File: config.mk
export PLATFORM = sky130hd
export DESIGN_NAME = vbd_fifo
export DESIGN_NICKNAME = d
export VERILOG_FILES = /design/src/vbd_pkg.sv /design/src/vbd_fifo.sv
export SDC_FILE = /design/constraint.sdc
export NUM_CORES = 1
export LEC_CHECK = 0
export BUFFER_PORTS_ARGS = -buffer_cell sky130_fd_sc_hd__buf_2
export CORE_ASPECT_RATIO = 1.1
export CORE_MARGIN = 1
export CORE_UTILIZATION = 50
export DETAILED_ROUTE_END_ITERATION = 8
export GPL_TIMING_DRIVEN = 0
export PLACE_DENSITY = 0.7
export SYNTH_ARGS = -nofsm -noshare
export SYNTH_HDL_FRONTEND = slang
export SYNTH_SLANG_ARGS = --single-unit
File: constraint.sdc
create_clock -name clk -period 3.1 [get_ports clk]
set_clock_uncertainty 0.05 [all_clocks]
set_input_delay 0.62 -clock clk [delete_from_list [all_inputs] [get_ports clk]]
set_output_delay 0.62 -clock clk [all_outputs]
set_load 0.05 [all_outputs]
File: src/vbd_pkg.sv
// Shared constants and types for the vertical blend deinterlacer.
package vbd_pkg;

    localparam int LINE_WORDS  = 1024;
    localparam int ADDR_W      = $clog2(LINE_WORDS);
    localparam int WIDTH_W     = 11;
    localparam int HEIGHT_W    = 16;
    localparam int PIX_W       = 8;
    localparam int WORD_W      = 4 * PIX_W;
    localparam int CFG_IDX_W   = 2;
    localparam int CFG_DATA_W  = 16;
    localparam int FIFO_DEPTH  = 4;
    localparam int FIFO_PTR_W  = $clog2(FIFO_DEPTH);
    localparam int FIFO_CNT_W  = FIFO_PTR_W + 1;

    typedef logic [CFG_IDX_W-1:0] cfg_index_t;

    localparam cfg_index_t REG_WIDTH_WORDS = cfg_index_t'(0);
    localparam cfg_index_t REG_HEIGHT      = cfg_index_t'(1);

    // One queued input item: up to two result words and their flags
    typedef struct packed {
        logic [WORD_W-1:0] word0;
        logic [WORD_W-1:0] word1;
        logic              has_first;
        logic              has_second;
        logic              row_last;
    } result_entry_t;

endpackage

File: src/vbd_fifo.sv
// Short result queue between the front end and the output stage.
module vbd_fifo
(
    input  logic                              clk,
    input  logic                              rst_n,
    input  logic                              push,
    input  vbd_pkg::result_entry_t            push_entry,
    input  logic                              pop,
    output vbd_pkg::result_entry_t            head_entry,
    output logic                              head_valid,
    output logic [vbd_pkg::FIFO_CNT_W-1:0]    count
);

    vbd_pkg::result_entry_t            fifo_mem [vbd_pkg::FIFO_DEPTH];
    logic [vbd_pkg::FIFO_PTR_W-1:0]    wr_ptr_reg;
    logic [vbd_pkg::FIFO_PTR_W-1:0]    wr_ptr_next;
    logic [vbd_pkg::FIFO_PTR_W-1:0]    rd_ptr_reg;
    logic [vbd_pkg::FIFO_PTR_W-1:0]    rd_ptr_next;
    logic [vbd_pkg::FIFO_CNT_W-1:0]    count_reg;
    logic [vbd_pkg::FIFO_CNT_W-1:0]    count_next;

    always_comb
    begin
        wr_ptr_next = push ? wr_ptr_reg + vbd_pkg::FIFO_PTR_W'(1) : wr_ptr_reg;
        rd_ptr_next = pop ? rd_ptr_reg + vbd_pkg::FIFO_PTR_W'(1) : rd_ptr_reg;
        count_next  = count_reg
                    + vbd_pkg::FIFO_CNT_W'(push)
                    - vbd_pkg::FIFO_CNT_W'(pop);
    end

    always_ff @(posedge clk or negedge rst_n)
    begin
        if (!rst_n)
        begin
            wr_ptr_reg <= '0;
            rd_ptr_reg <= '0;
            count_reg  <= '0;
        end
        else
        begin
            wr_ptr_reg <= wr_ptr_next;
            rd_ptr_reg <= rd_ptr_next;
            count_reg  <= count_next;
        end
    end

    always_ff @(posedge clk)
    begin
        if (push)
        begin
            fifo_mem[wr_ptr_reg] <= push_entry;
        end
    end

    assign head_entry = fifo_mem[rd_ptr_reg];
    assign head_valid = (count_reg != '0);
    assign count      = count_reg;

    a_no_overflow: assert property (@(posedge clk) disable iff (!rst_n)
        push |-> (count_reg < vbd_pkg::FIFO_CNT_W'(vbd_pkg::FIFO_DEPTH)) || pop)
        else $error("result queue overflow");

    a_no_underflow: assert property (@(posedge clk) disable iff (!rst_n)
        pop |-> head_valid)
        else $error("result queue underflow");

endmodule

==> implementation parameters <==
Parameter                              Value

Timing
  Max-slew headroom    0.495
  Final setup viols    0
  Setup WS post-layout    roughly 0.19 ns
  Number of hold-slack violations in the final timing report    0
  Final period utilization    0.939
  Pin slew with the least headroom to its limit    between 0.7 and 0.8 ns
  Fin crit period    2.91 ns
  Highest Clock Rate    ~340 MHz
  Max Slew Vio Count    0
  Summed negative setup slack over all endpoints    0 ns
  RSZ-0062 raised after global routing    no

GRT
  GRT Residual Overflow    0
  Global routing usage summed across all routing layers    0.172
  Largest net degree at the start of global routing    45
  Vias in the first global route    approximately 4700
  Global-route wire length before repair    26100 um
  Number of antenna violations at the first check in global routing    0

Clock network
  Gates resized, CTS repair    0
  Worst-skew pair later-pin latency    0.52 ns
  H-tree depth    1
  TritonCTS buffer count    27
  Buffer levels on the longest clock path    3
  Post-CTS setup repair buffer count    0
  Hold buffer count at CTS    1
  Buffer type at the clock tree root    sky130_fd_sc_hd__clkbuf_16
  TritonCTS clock tree    yes
  Clock-pin slew on the worst setup and hold paths    approximately 0.06 ns
  Total clock sinks    around 280

Layout
  Total inserted antenna cells    0
  # fillers    approximately 1400
  Final standard cell utilization of the core    0.608
  Final Instance Area    12000 sq um
  Finished Layout Cells    ~830
  Post-layout net count    about 640
  Number of flip-flops in the largest register    268
  Syn-to-layout area delta    19.6%
  Fraction of layout instances using a drive strength above 1    0.453

Critical path
  Endpoint kind of the worst setup timing path    output pin
  Peak fanout along the critical path    10
  Crit path arrival time    ~2.2 ns
  Top Family by Delay on Critical Path    buffers and inverters
  Slack of the worst reg-to-reg path    approximately 1.3 ns
  Slowest cell on the critical path    sky130_fd_sc_hd__clkbuf_1
  Worst setup path startpoint    rd_ptr_reg[1]
  Critical path, cell by cell    buf_2 > clkbuf_1 > mux4_2 > buf_2
  Maximum cell stage delay along the critical path    0.59 ns
  Origin of the critical flop-to-flop path    wr_ptr_reg[1]
  Startpoint type of the worst setup path    flip-flop
  Category of the most critical setup path    reg2out
  Cell type with the highest occurrence count on the critical path    sky130_fd_sc_hd__buf_2
  Buffer and inverter count on the worst path    3
  Required time worst endpoint    2.43 ns

Detailed routing
  Final routed wirelength across all metal layers    17300 um
  Detail Route Antenna Nets    0
  Post-detailed-route via-to-cell ratio    around 5.4
  Total DRC errors in the routed layout    0
  Via Count    4497
  Average detailed-routed wire length per instance    20.8 um
  DR pass1 iterations    4
  Detailed Route Iter0 Violations    approximately 260

Die
  Die X    137 um
  Floorplan core area    around 20000 sq um
  Std cell rows    54
  DIE AREA    20700 sq um
  Effective utilization at floorplan    0.508
  Die Y    151 um
  Top Ports    142

Synth
  Number of synthesized register bits    275
  Mapped Area    10100 sq um
  Yosys warning count    0
  Syn nets    462
  Fraction of the yosys area taken by sequential cells    0.817
  Number of instances in the synthesized netlist    around 380
  Distinct cell type count after synthesis    17
  Post-synthesis area per instance    between 20 and 30 sq um

Placement
  Detailed placer's ending HPWL    10500 um
  Total placed cells including tap cells    about 780
  Final RePlAce weighted congestion    0.668
  I/O Buffers    between 100 and 150
  Worst setup slack before clock tree synthesis    about 0.68 ns
  Placed Area    11200 sq um

Status
  Run status    complete, no violations

Min path
  Hold Path Class    in2reg
  Worst Hold Launch    push_entry[61]

Power
  Worst supply voltage drop on vdd    0.000748 V
  Cell area power density    1100 nW/um^2
  Standby leakage power    4.16 nW

Run
  Maximum Capacitance Violations    0
## final cells by class
| cell class | instances | area, sq um | share of cell area |
|---|---|---|---|
| Buffer | 16 | 123 | 0.0102 |
| Clock buffer | 42 | 752 | 0.0625 |
| Clock inverter | 8 | 67.6 | 0.00562 |
| Inverter | 6 | 22.5 | 0.00187 |
| Multi-Input combinational cell | 87 | 1700 | 0.141 |
| Sequential cell | 275 | 8220 | 0.684 |
| Tap cell | 252 | 315 | 0.0262 |
| Timing Repair Buffer | 146 | 826 | 0.0686 |
## worst paths after layout
kind / end / cells after the start
worst max-delay path: head_entry[29] / 4
max in group asynchronous: rd_ptr_reg[1] / 2
min in group asynchronous: count[1] / 2
worst min register to register: count[2] / 1
worst min-delay path: fifo_mem[0][61] / 1
worst max register to register: fifo_mem[1][42] / 4
## metal layers
metal  up-vias  track usage  wire [um]
li1       1989            -          -
met1      2356        0.230       7310
met2       133        0.289       8810
met5         -            0          0
met3        19       0.0316        972
met4         0       0.0516        229
## power breakdown
| group | internal, W | switching [W] |
|---|---|---|
| clock network | 0.00175 | 0.00126 |
| logic | 0.00162 | 0.00363 |
| registers | 0.00486 | 0.000156 |
## kinds of logic after synthesis
| kind of cell | count (synthesis) | share of synthesized area |
|---|---|---|
| simple gates | 7 | 0.00386 |
| fa+ha+maj | 7 | 0.00945 |
| xor+xnor | 5 | 0.00435 |
| mux | 67 | 0.150 |
| buf+inv | 22 | 0.0144 |
| compound gates | 1 | 0.000497 |
| flops | 275 | 0.817 |
## synthesized netlist by cell type (all sizes together)
cell type,number,area [sq um]
mux4,67,1510
o21ai,1,5.00
fa,1,20.0
ha,6,75.1
xnor2,2,17.5
clkbuf,3,11.3
edfxtp,268,8050
and2,4,25.0
xor2,3,26.3
buf,13,111
inv,6,22.5
dfrtp,7,175
or3,1,6.26
nand2,2,7.51
## worst register-to-register path: cells and delay by family (launching register included)
kind | cells | cell delay (ns)
adders and majority gates | 1 | 0.16
DFF | 1 | 0.41
and+or+nand+nor | 1 | 0.47
buffers and inverters | 2 | 0.42
## cell usage in the layout, fill, tap and decap left out, types with 3 or more instances in the layout
cell                        count
sky130_fd_sc_hd__and2_4         4
sky130_fd_sc_hd__buf_16         4
sky130_fd_sc_hd__buf_2        147
sky130_fd_sc_hd__buf_4          4
sky130_fd_sc_hd__clkbuf_1      16
sky130_fd_sc_hd__clkbuf_16     27
sky130_fd_sc_hd__clkinv_1       3
sky130_fd_sc_hd__dfrtp_1        7
sky130_fd_sc_hd__edfxtp_1     268
sky130_fd_sc_hd__ha_1           6
sky130_fd_sc_hd__inv_1          6
sky130_fd_sc_hd__mux4_2        67
sky130_fd_sc_hd__xor2_1         3
## stage by stage
| stage | total power, W | hold slack, ns |
|---|---|---|
| final | 0.0133 | 0.262 |
| after global routing | 0.0138 | 0.236 |
| after CTS | 0.0135 | 0.231 |
| after detailed placement | 0.0104 | 0.412 |
| after global placement | 0.0103 | 0.405 |
| after floorplan | 0.00919 | 0.274 |
No activity file was read; power rests on OpenSTA's default activity.
