**config.mk**
```make
export PLATFORM = sky130hd
export DESIGN_NAME = vbd_back
export DESIGN_NICKNAME = d
export VERILOG_FILES = /design/src/vbd_pkg.sv /design/src/vbd_back.sv
export SDC_FILE = /design/constraint.sdc
export NUM_CORES = 1
export LEC_CHECK = 0
export BUFFER_PORTS_ARGS = -buffer_cell sky130_fd_sc_hd__buf_2
export CORE_MARGIN = 1
export CORE_UTILIZATION = 45
export DETAILED_ROUTE_END_ITERATION = 7
export GPL_ROUTABILITY_DRIVEN = 0
export PLACE_DENSITY = 0.84
export SYNTH_ARGS = -nofsm -noshare
export SYNTH_HDL_FRONTEND = slang
export SYNTH_SLANG_ARGS = --single-unit
```
**constraint.sdc**
```tcl
create_clock -name clk -period 3.5 [get_ports clk]
set_input_delay 0.35 -clock clk [delete_from_list [all_inputs] [get_ports clk]]
set_output_delay 0.35 -clock clk [all_outputs]
set_load 0.03 [all_outputs]
```
**src/vbd_pkg.sv**
```systemverilog
// Shared constants and types for the vertical blend deinterlacer.
package vbd_pkg;

    localparam int LINE_WORDS  = 1024;
    localparam int ADDR_W      = $clog2(LINE_WORDS);
    localparam int WIDTH_W     = 11;
    localparam int HEIGHT_W    = 16;
    localparam int PIX_W       = 8;
    localparam int WORD_W      = 4 * PIX_W;
    localparam int CFG_IDX_W   = 2;
    localparam int CFG_DATA_W  = 16;
    localparam int FIFO_DEPTH  = 4;
    localparam int FIFO_PTR_W  = $clog2(FIFO_DEPTH);
    localparam int FIFO_CNT_W  = FIFO_PTR_W + 1;

    typedef logic [CFG_IDX_W-1:0] cfg_index_t;

    localparam cfg_index_t REG_WIDTH_WORDS = cfg_index_t'(0);
    localparam cfg_index_t REG_HEIGHT      = cfg_index_t'(1);

    // One queued input item: up to two result words and their flags
    typedef struct packed {
        logic [WORD_W-1:0] word0;
        logic [WORD_W-1:0] word1;
        logic              has_first;
        logic              has_second;
        logic              row_last;
    } result_entry_t;

endpackage

```
**src/vbd_back.sv**
```systemverilog
// Output stage: splits each queued entry into one or two result transfers.
module vbd_back
(
    input  logic                              clk,
    input  logic                              rst_n,
    input  vbd_pkg::result_entry_t            head_entry,
    input  logic                              head_valid,
    output logic                              pop,
    output logic                              out_valid,
    input  logic                              out_ready,
    output logic [vbd_pkg::WORD_W-1:0]        out_word,
    output logic                              row_end,
    output logic                              frame_end,
    output logic                              last
);

    logic                         phase_reg;
    logic                         phase_next;
    logic                         out_valid_reg;
    logic                         out_valid_next;
    logic [vbd_pkg::WORD_W-1:0]   word_reg;
    logic                         row_end_reg;
    logic                         frame_end_reg;
    logic                         last_reg;

    logic                         emit;
    logic                         take_first;
    logic                         is_last;

    assign emit       = head_valid && (!out_valid_reg || out_ready);
    assign take_first = head_entry.has_first && !phase_reg;
    assign is_last    = take_first ? !head_entry.has_second : 1'b1;
    assign pop        = emit && is_last;

    always_comb
    begin
        phase_next     = phase_reg;
        out_valid_next = out_valid_reg;
        if (emit)
        begin
            phase_next     = !is_last;
            out_valid_next = 1'b1;
        end
        else if (out_ready)
        begin
            out_valid_next = 1'b0;
        end
    end

    always_ff @(posedge clk or negedge rst_n)
    begin
        if (!rst_n)
        begin
            phase_reg     <= 1'b0;
            out_valid_reg <= 1'b0;
        end
        else
        begin
            phase_reg     <= phase_next;
            out_valid_reg <= out_valid_next;
        end
    end

    always_ff @(posedge clk)
    begin
        if (emit)
        begin
            word_reg      <= take_first ? head_entry.word0 : head_entry.word1;
            row_end_reg   <= head_entry.row_last;
            frame_end_reg <= take_first ? 1'b0 : head_entry.row_last;
            last_reg      <= is_last;
        end
    end

    assign out_valid = out_valid_reg;
    assign out_word  = word_reg;
    assign row_end   = row_end_reg;
    assign frame_end = frame_end_reg;
    assign last      = last_reg;

    a_entry_has_result: assert property (@(posedge clk) disable iff (!rst_n)
        head_valid |-> (head_entry.has_first || head_entry.has_second))
        else $error("queued entry carries no result");

    a_phase_on_pair: assert property (@(posedge clk) disable iff (!rst_n)
        phase_reg |-> head_valid && head_entry.has_first && head_entry.has_second)
        else $error("second half pending without a two-result entry");

endmodule
```
==> out/metrics.yaml, run 1 <==
layout:
  finalNonFillerCells: 243
  nFillCells: 267
  largest_reg_flops: 32
  layout-drive-gt1-share: 0.7462
  diodes: 0
  area_delta_synth_final_pct: 37.76
  nets: 267
global_route:
  antenna_found_initial: 0
  grt_pass1_wl_um: 5043
  grtUsageTotal: 0.1646
  grt_max_degree: 21
  overflow: 0
  grt_pass1_vias: 1116
min_path:
  min-delay-start: "head_entry[0]"
  worstHoldEndpoint: "row_end"
  hold_class: "input pin to flop"
  min_delay_path_depth: 1
cts:
  root_buffer: "clkbuf_8"
  clkTransAtPathRegs_ns: 0.07
  clk_path_buf_depth: 2
  postCtsSetupBuffers: 0
  clk-insertion-delay-late_ns: 0.27
  cts.sinks: 37
  cts_resized: 0
  cts_tree: "built"
  cts_max_level: 2
  cts_buffers: 5
floorplan:
  floorplan.rows: 21
  core-area_um2: 3468
  start_util: 0.4863
  io_pins: 108
  die_w_um: 63.22
  die_area_um2: 3997
  die_h_um: 63.22
sta:
  slew_violations: 0
  rsz0062_at_grt: "no"
  finalSetupViolations: 0
  fin_crit_ns: 1.946
  relSlewSlack: 0.5703
  whs_ns: 0.2747
  finClkSkew_ns: 0.002468
  tightest_slew_ns: 0.6431
  setup_tns_ns: 0
  fmax_mhz: 513.8
  hold_viol: 0
  timing.final.crit_share: 0.5561
logic_synthesis:
  syn_area_um2: 1687
  ys_warn_count: 0
  ys_seq_area_frac: 0.6528
  synth_cells: 83
  avgSynthCellArea_um2: 20.32
  ys_top_cells_by_area: "edfxtp_1 (62%), mux2_4 (24%), mux2_2 (3.3%)"
  synth_top_area_cell: "edfxtp_1"
  synth_top_area_share: 0.6231
  syn_nets: 154
  synth_cell_types: 14
  synth-seq-cells: 37
pwr:
  power_density_nw_per_um2: 451.3
  p_leak_nw: 1.103
  ir_worst_vdd_mv: 0.2348
route:
  wirelength_um: 3248
  drc: 0
  first_pass_iters: 4
  vias: 1111
  first_iter_violations: 56
  wire_per_inst_um: 13.37
  viasPerCell: 4.572
  ant_nets: 0
worst_setup_path:
  rr_worst_depth: 3
  cpPeakStageDelay_ns: 0.54
  cp_cell_sequence: "nor2b_4 -> buf_4 -> mux2_4"
  cp-end-kind: "flop"
  crit_path_start_kind: "flop"
  crit_fanout: 20
  rrSetupSlack_ns: 1.55
  critPathArrivalTime_ns: 1.97
  crit_type: "flop to flop"
  slowest_stage: "nor2b_4"
  reg2reg_from: "phase_reg"
  timing.rr.end: "out_word[15]"
  required_ns: 3.52
flow_run:
  maxCapViolCount: 0
placement:
  dp.cells: 234
  port_buffers: 107
  hpwl_um: 2660
outcome:
  status: "complete, no violations"
==> cells in the mapped netlist <==
cell type / number
nor2b_2: 1
mux2_4: 27
mux2_2: 5
nor2b_1: 1
inv_1: 2
nand2b_1: 2
buf_8: 1
edfxtp_1: 35
a21oi_1: 1
mux2i_1: 1
nand2_1: 2
dfrtp_1: 2
buf_6: 1
buf_12: 2
==> layer usage <==
layer / vias up / part of all wire / global-route usage
met4: 0 / 0.018 / 0.05966
met2: 51 / 0.60 / 0.3347
met5: - / 0 / 0
met3: 6 / 0.062 / 0.03986
li1: 538 / - / -
met1: 516 / 0.32 / 0.1540
==> where the power goes <==
part	switching (mW)	leakage [nW]	internal (mW)
registers	0.00832	0.356	0.528
logic	0.128	0.707	0.114
clock network	0.129	0.0395	0.141
total	0.265	1.10	0.784
==> worst max-delay path, delay by kind of cell, from the launching register on <==
family,cells,cell delay [ns]
flops,1,0.41
mux,1,0.33
buf+inv,1,0.41
simple gates,1,0.54
==> worst max-delay path by stage <==
stage                        startpoint            to  slack [ns]  cells after the start
after floorplan               out_valid     frame_end        1.71                      3
after global placement    head_entry[2]  out_word[19]        1.54                      4
after detailed placement  head_entry[2]  out_word[15]        1.49                      4
after CTS                     phase_reg  out_word[15]        1.54                      3
after global routing          phase_reg  out_word[10]        1.47                      3
final                         phase_reg  out_word[15]        1.55                      3
==> cell type report <==
type / count / area [um^2] / share of cell area
tap: 46 / 57.56 / 0.02477
sequential: 37 / 1101 / 0.4739
multi-input combinational: 40 / 516.7 / 0.2224
timing repair buffer: 110 / 560.5 / 0.2412
inverter: 2 / 7.507 / 0.003231
clock buffer: 8 / 80.08 / 0.03446
==> through the flow <==
step	instance area, um^2	worst slack [ns]	utilization	power, mW
global placement	2233	1.541	0.6439	0.7802
detailed placement	2233	1.494	0.6439	0.7906
finish	2323	1.554	0.6699	1.049
floorplan	1687	1.707	-	0.7245
global route	2323	1.466	0.6699	1.094
CTS	2323	1.542	0.6699	1.063
==> kinds of logic (layout without fill, tap and decap cells) <==
kind of cell	count (synthesis)	count (layout)	share of synthesized area
AO/OA/AOI/OAI	1	1	0.002965
buffers and inverters	6	120	0.04377
flip-flops	37	37	0.6528
multiplexers	33	33	0.2797
AND/OR/NAND/NOR	6	6	0.02078
==> cell usage in the layout, fill, tap and decap left out, drive strengths merged <==
master         n
mux2          32
dfrtp          2
buf          109
edfxtp        35
nor2b          2
inv            2
nand2b         2
dlygate4sd3    1
mux2i          1
clkbuf         8
nand2          2
a21oi          1
==> what timing repair did <==
item / 4_1_cts / 5_1_grt
endpoints found under the setup margin: 0 / 0
hold buffers: 1 / 0
hold endpoints to repair: 2 / 0
Note: power is estimated with default switching activity, not from simulation.
==> inputs of run 2 (changes only) <==
CORE_UTILIZATION = 42   (was 45)
PLACE_DENSITY = 0.79   (was 0.84)
clock period = 1.95 ns   (was 3.5 ns; I/O delays follow)
==> run 2 against run 1 <==
Critical path depth grew 1. Largest cell class unchanged. Setup slack lost 1.3 ns. Total power grew 81%. Via count down 1.1%. Clock power rose by 85%. First-iteration DRC count up 23%. Largest power group unchanged. Sequential power increased by 79%. Cell area rose by 0.54%. Die area grew 6.9%. Count of clock-buffer cells in the layout shrank 2.
==> out/metrics.yaml, run 2 (same netlist as run 1, synthesis figures left out) <==
route:
  wirelength_um: 3142
  wire_per_inst_um: 12.77
  first_iter_violations: 69
  drc: 0
  ant_nets: 0
  first_pass_iters: 4
  vias: 1099
  viasPerCell: 4.467
sta:
  fin_crit_ns: 1.679
  relSlewSlack: 0.7048
  rsz0062_at_grt: "no"
  setup_tns_ns: 0
  finClkSkew_ns: 0.003872
  tightest_slew_ns: 0.4428
  fmax_mhz: 595.7
  timing.final.crit_share: 0.8608
  slew_violations: 0
  whs_ns: 0.1030
  finalSetupViolations: 0
  hold_viol: 0
global_route:
  antenna_found_initial: 0
  grt_max_degree: 36
  grt_pass1_wl_um: 4609
  grtUsageTotal: 0.1503
  grt_pass1_vias: 1055
  overflow: 0
cts:
  holdBufCountCts: 1
  cts_max_level: 2
  cts_tree: "built"
  cts_buffers: 5
  clk_path_buf_depth: 2
  clkTransAtPathRegs_ns: 0.07
  cts.sinks: 37
  postCtsSetupBuffers: 0
  cts_resized: 0
  root_buffer: "clkbuf_8"
  clk-insertion-delay-late_ns: 0.28
floorplan:
  die_h_um: 65.37
  start_util: 0.4505
  floorplan.rows: 22
  die_area_um2: 4273
  core-area_um2: 3744
  io_pins: 108
  die_w_um: 65.37
worst_setup_path:
  critPathArrivalTime_ns: 1.48
  reg2reg_from: "phase_reg"
  rr_worst_depth: 3
  timing.rr.end: "out_word[3]"
  cp-end-kind: "primary output"
  crit_path_start_kind: "flop"
  crit_fanout: 23
  required_ns: 1.75
  rrSetupSlack_ns: 0.43
  crit_type: "flop to primary output"
pwr:
  p_leak_nw: 1.113
  ir_worst_vdd_mv: 0.4893
  power_density_nw_per_um2: 812.7
  total_power_mw: 1.898
flow_run:
  maxCapViolCount: 0
layout:
  mostFrequentLayoutCells: "buf_2 (107), edfxtp_1 (35), mux2_4 (27), mux2_2 (5), clkbuf_8 (5)"
  diodes: 0
  nets: 268
  layout-drive-gt1-share: 0.7576
  mostFrequentLayoutCell: "buf_2"
  nFillCells: 302
  largest_reg_flops: 32
  area_delta_synth_final_pct: 38.50
placement:
  port_buffers: 107
  hpwl_um: 2371
outcome:
  status: "complete, no violations"
min_path:
  worstHoldEndpoint: "row_end"
  hold_class: "input pin to flop"
  min_delay_path_depth: 1
  min-delay-start: "head_entry[0]"
## run 2: area by class of cell
class | count | area (um^2) | area share
multi-input cells | 40 | 516.7 | 0.2212
inverters | 2 | 7.507 | 0.003214
clock inverters | 2 | 10.01 | 0.004285
clock buffers | 6 | 72.57 | 0.03107
flip-flops and latches | 37 | 1101 | 0.4713
repair buffers | 111 | 568.0 | 0.2432
well taps | 48 | 60.06 | 0.02571
## run 2: worst max-delay path by stage
stage / from / to / slack [ns] / depth (start not counted)
2_1_floorplan: out_valid / frame_end / 0.16 / 3
3_3_place_gp: phase_reg / out_word[31] / 0.47 / 3
3_5_place_dp: phase_reg / out_word[3] / 0.44 / 3
6_report: phase_reg / pop / 0.27 / 4
4_1_cts: phase_reg / pop / 0.26 / 4
5_1_grt: phase_reg / pop / 0.19 / 4
## run 2: per-layer routing
metal | wire length, um | GRT usage
met1 | 1195 | 0.1440
met4 | 61 | 0.07880
met5 | 0 | 0
met2 | 1636 | 0.2655
met3 | 249 | 0.06944
## run 2: metrics by stage
stage                     std cells  area [um^2]  utilization  setup slack, ns
after detailed placement        237         2243       0.5993           0.4371
after global routing            246         2336       0.6240           0.1877
final                           246         2336       0.6240           0.2714
after floorplan                  83         1687            -           0.1568
after global placement          237         2243       0.5993           0.4737
after CTS                       246         2336       0.6240           0.2594
## run 2: power breakdown
| part | switching [mW] | total, mW | internal [mW] | leakage [nW] |
|---|---|---|---|---|
| Combinational | 0.229 | 0.437 | 0.208 | 0.712 |
| Sequential | 0.0144 | 0.962 | 0.948 | 0.356 |
| Clock | 0.252 | 0.499 | 0.247 | 0.0450 |
| Total | 0.495 | 1.90 | 1.40 | 1.11 |
## run 2: critical path: stages, from the launching register on
cell and delay (ns):
dfrtp_1 0.41, nor2b_4 0.12, buf_4 0.35, a21oi_1 0.12, buf_2 0.19
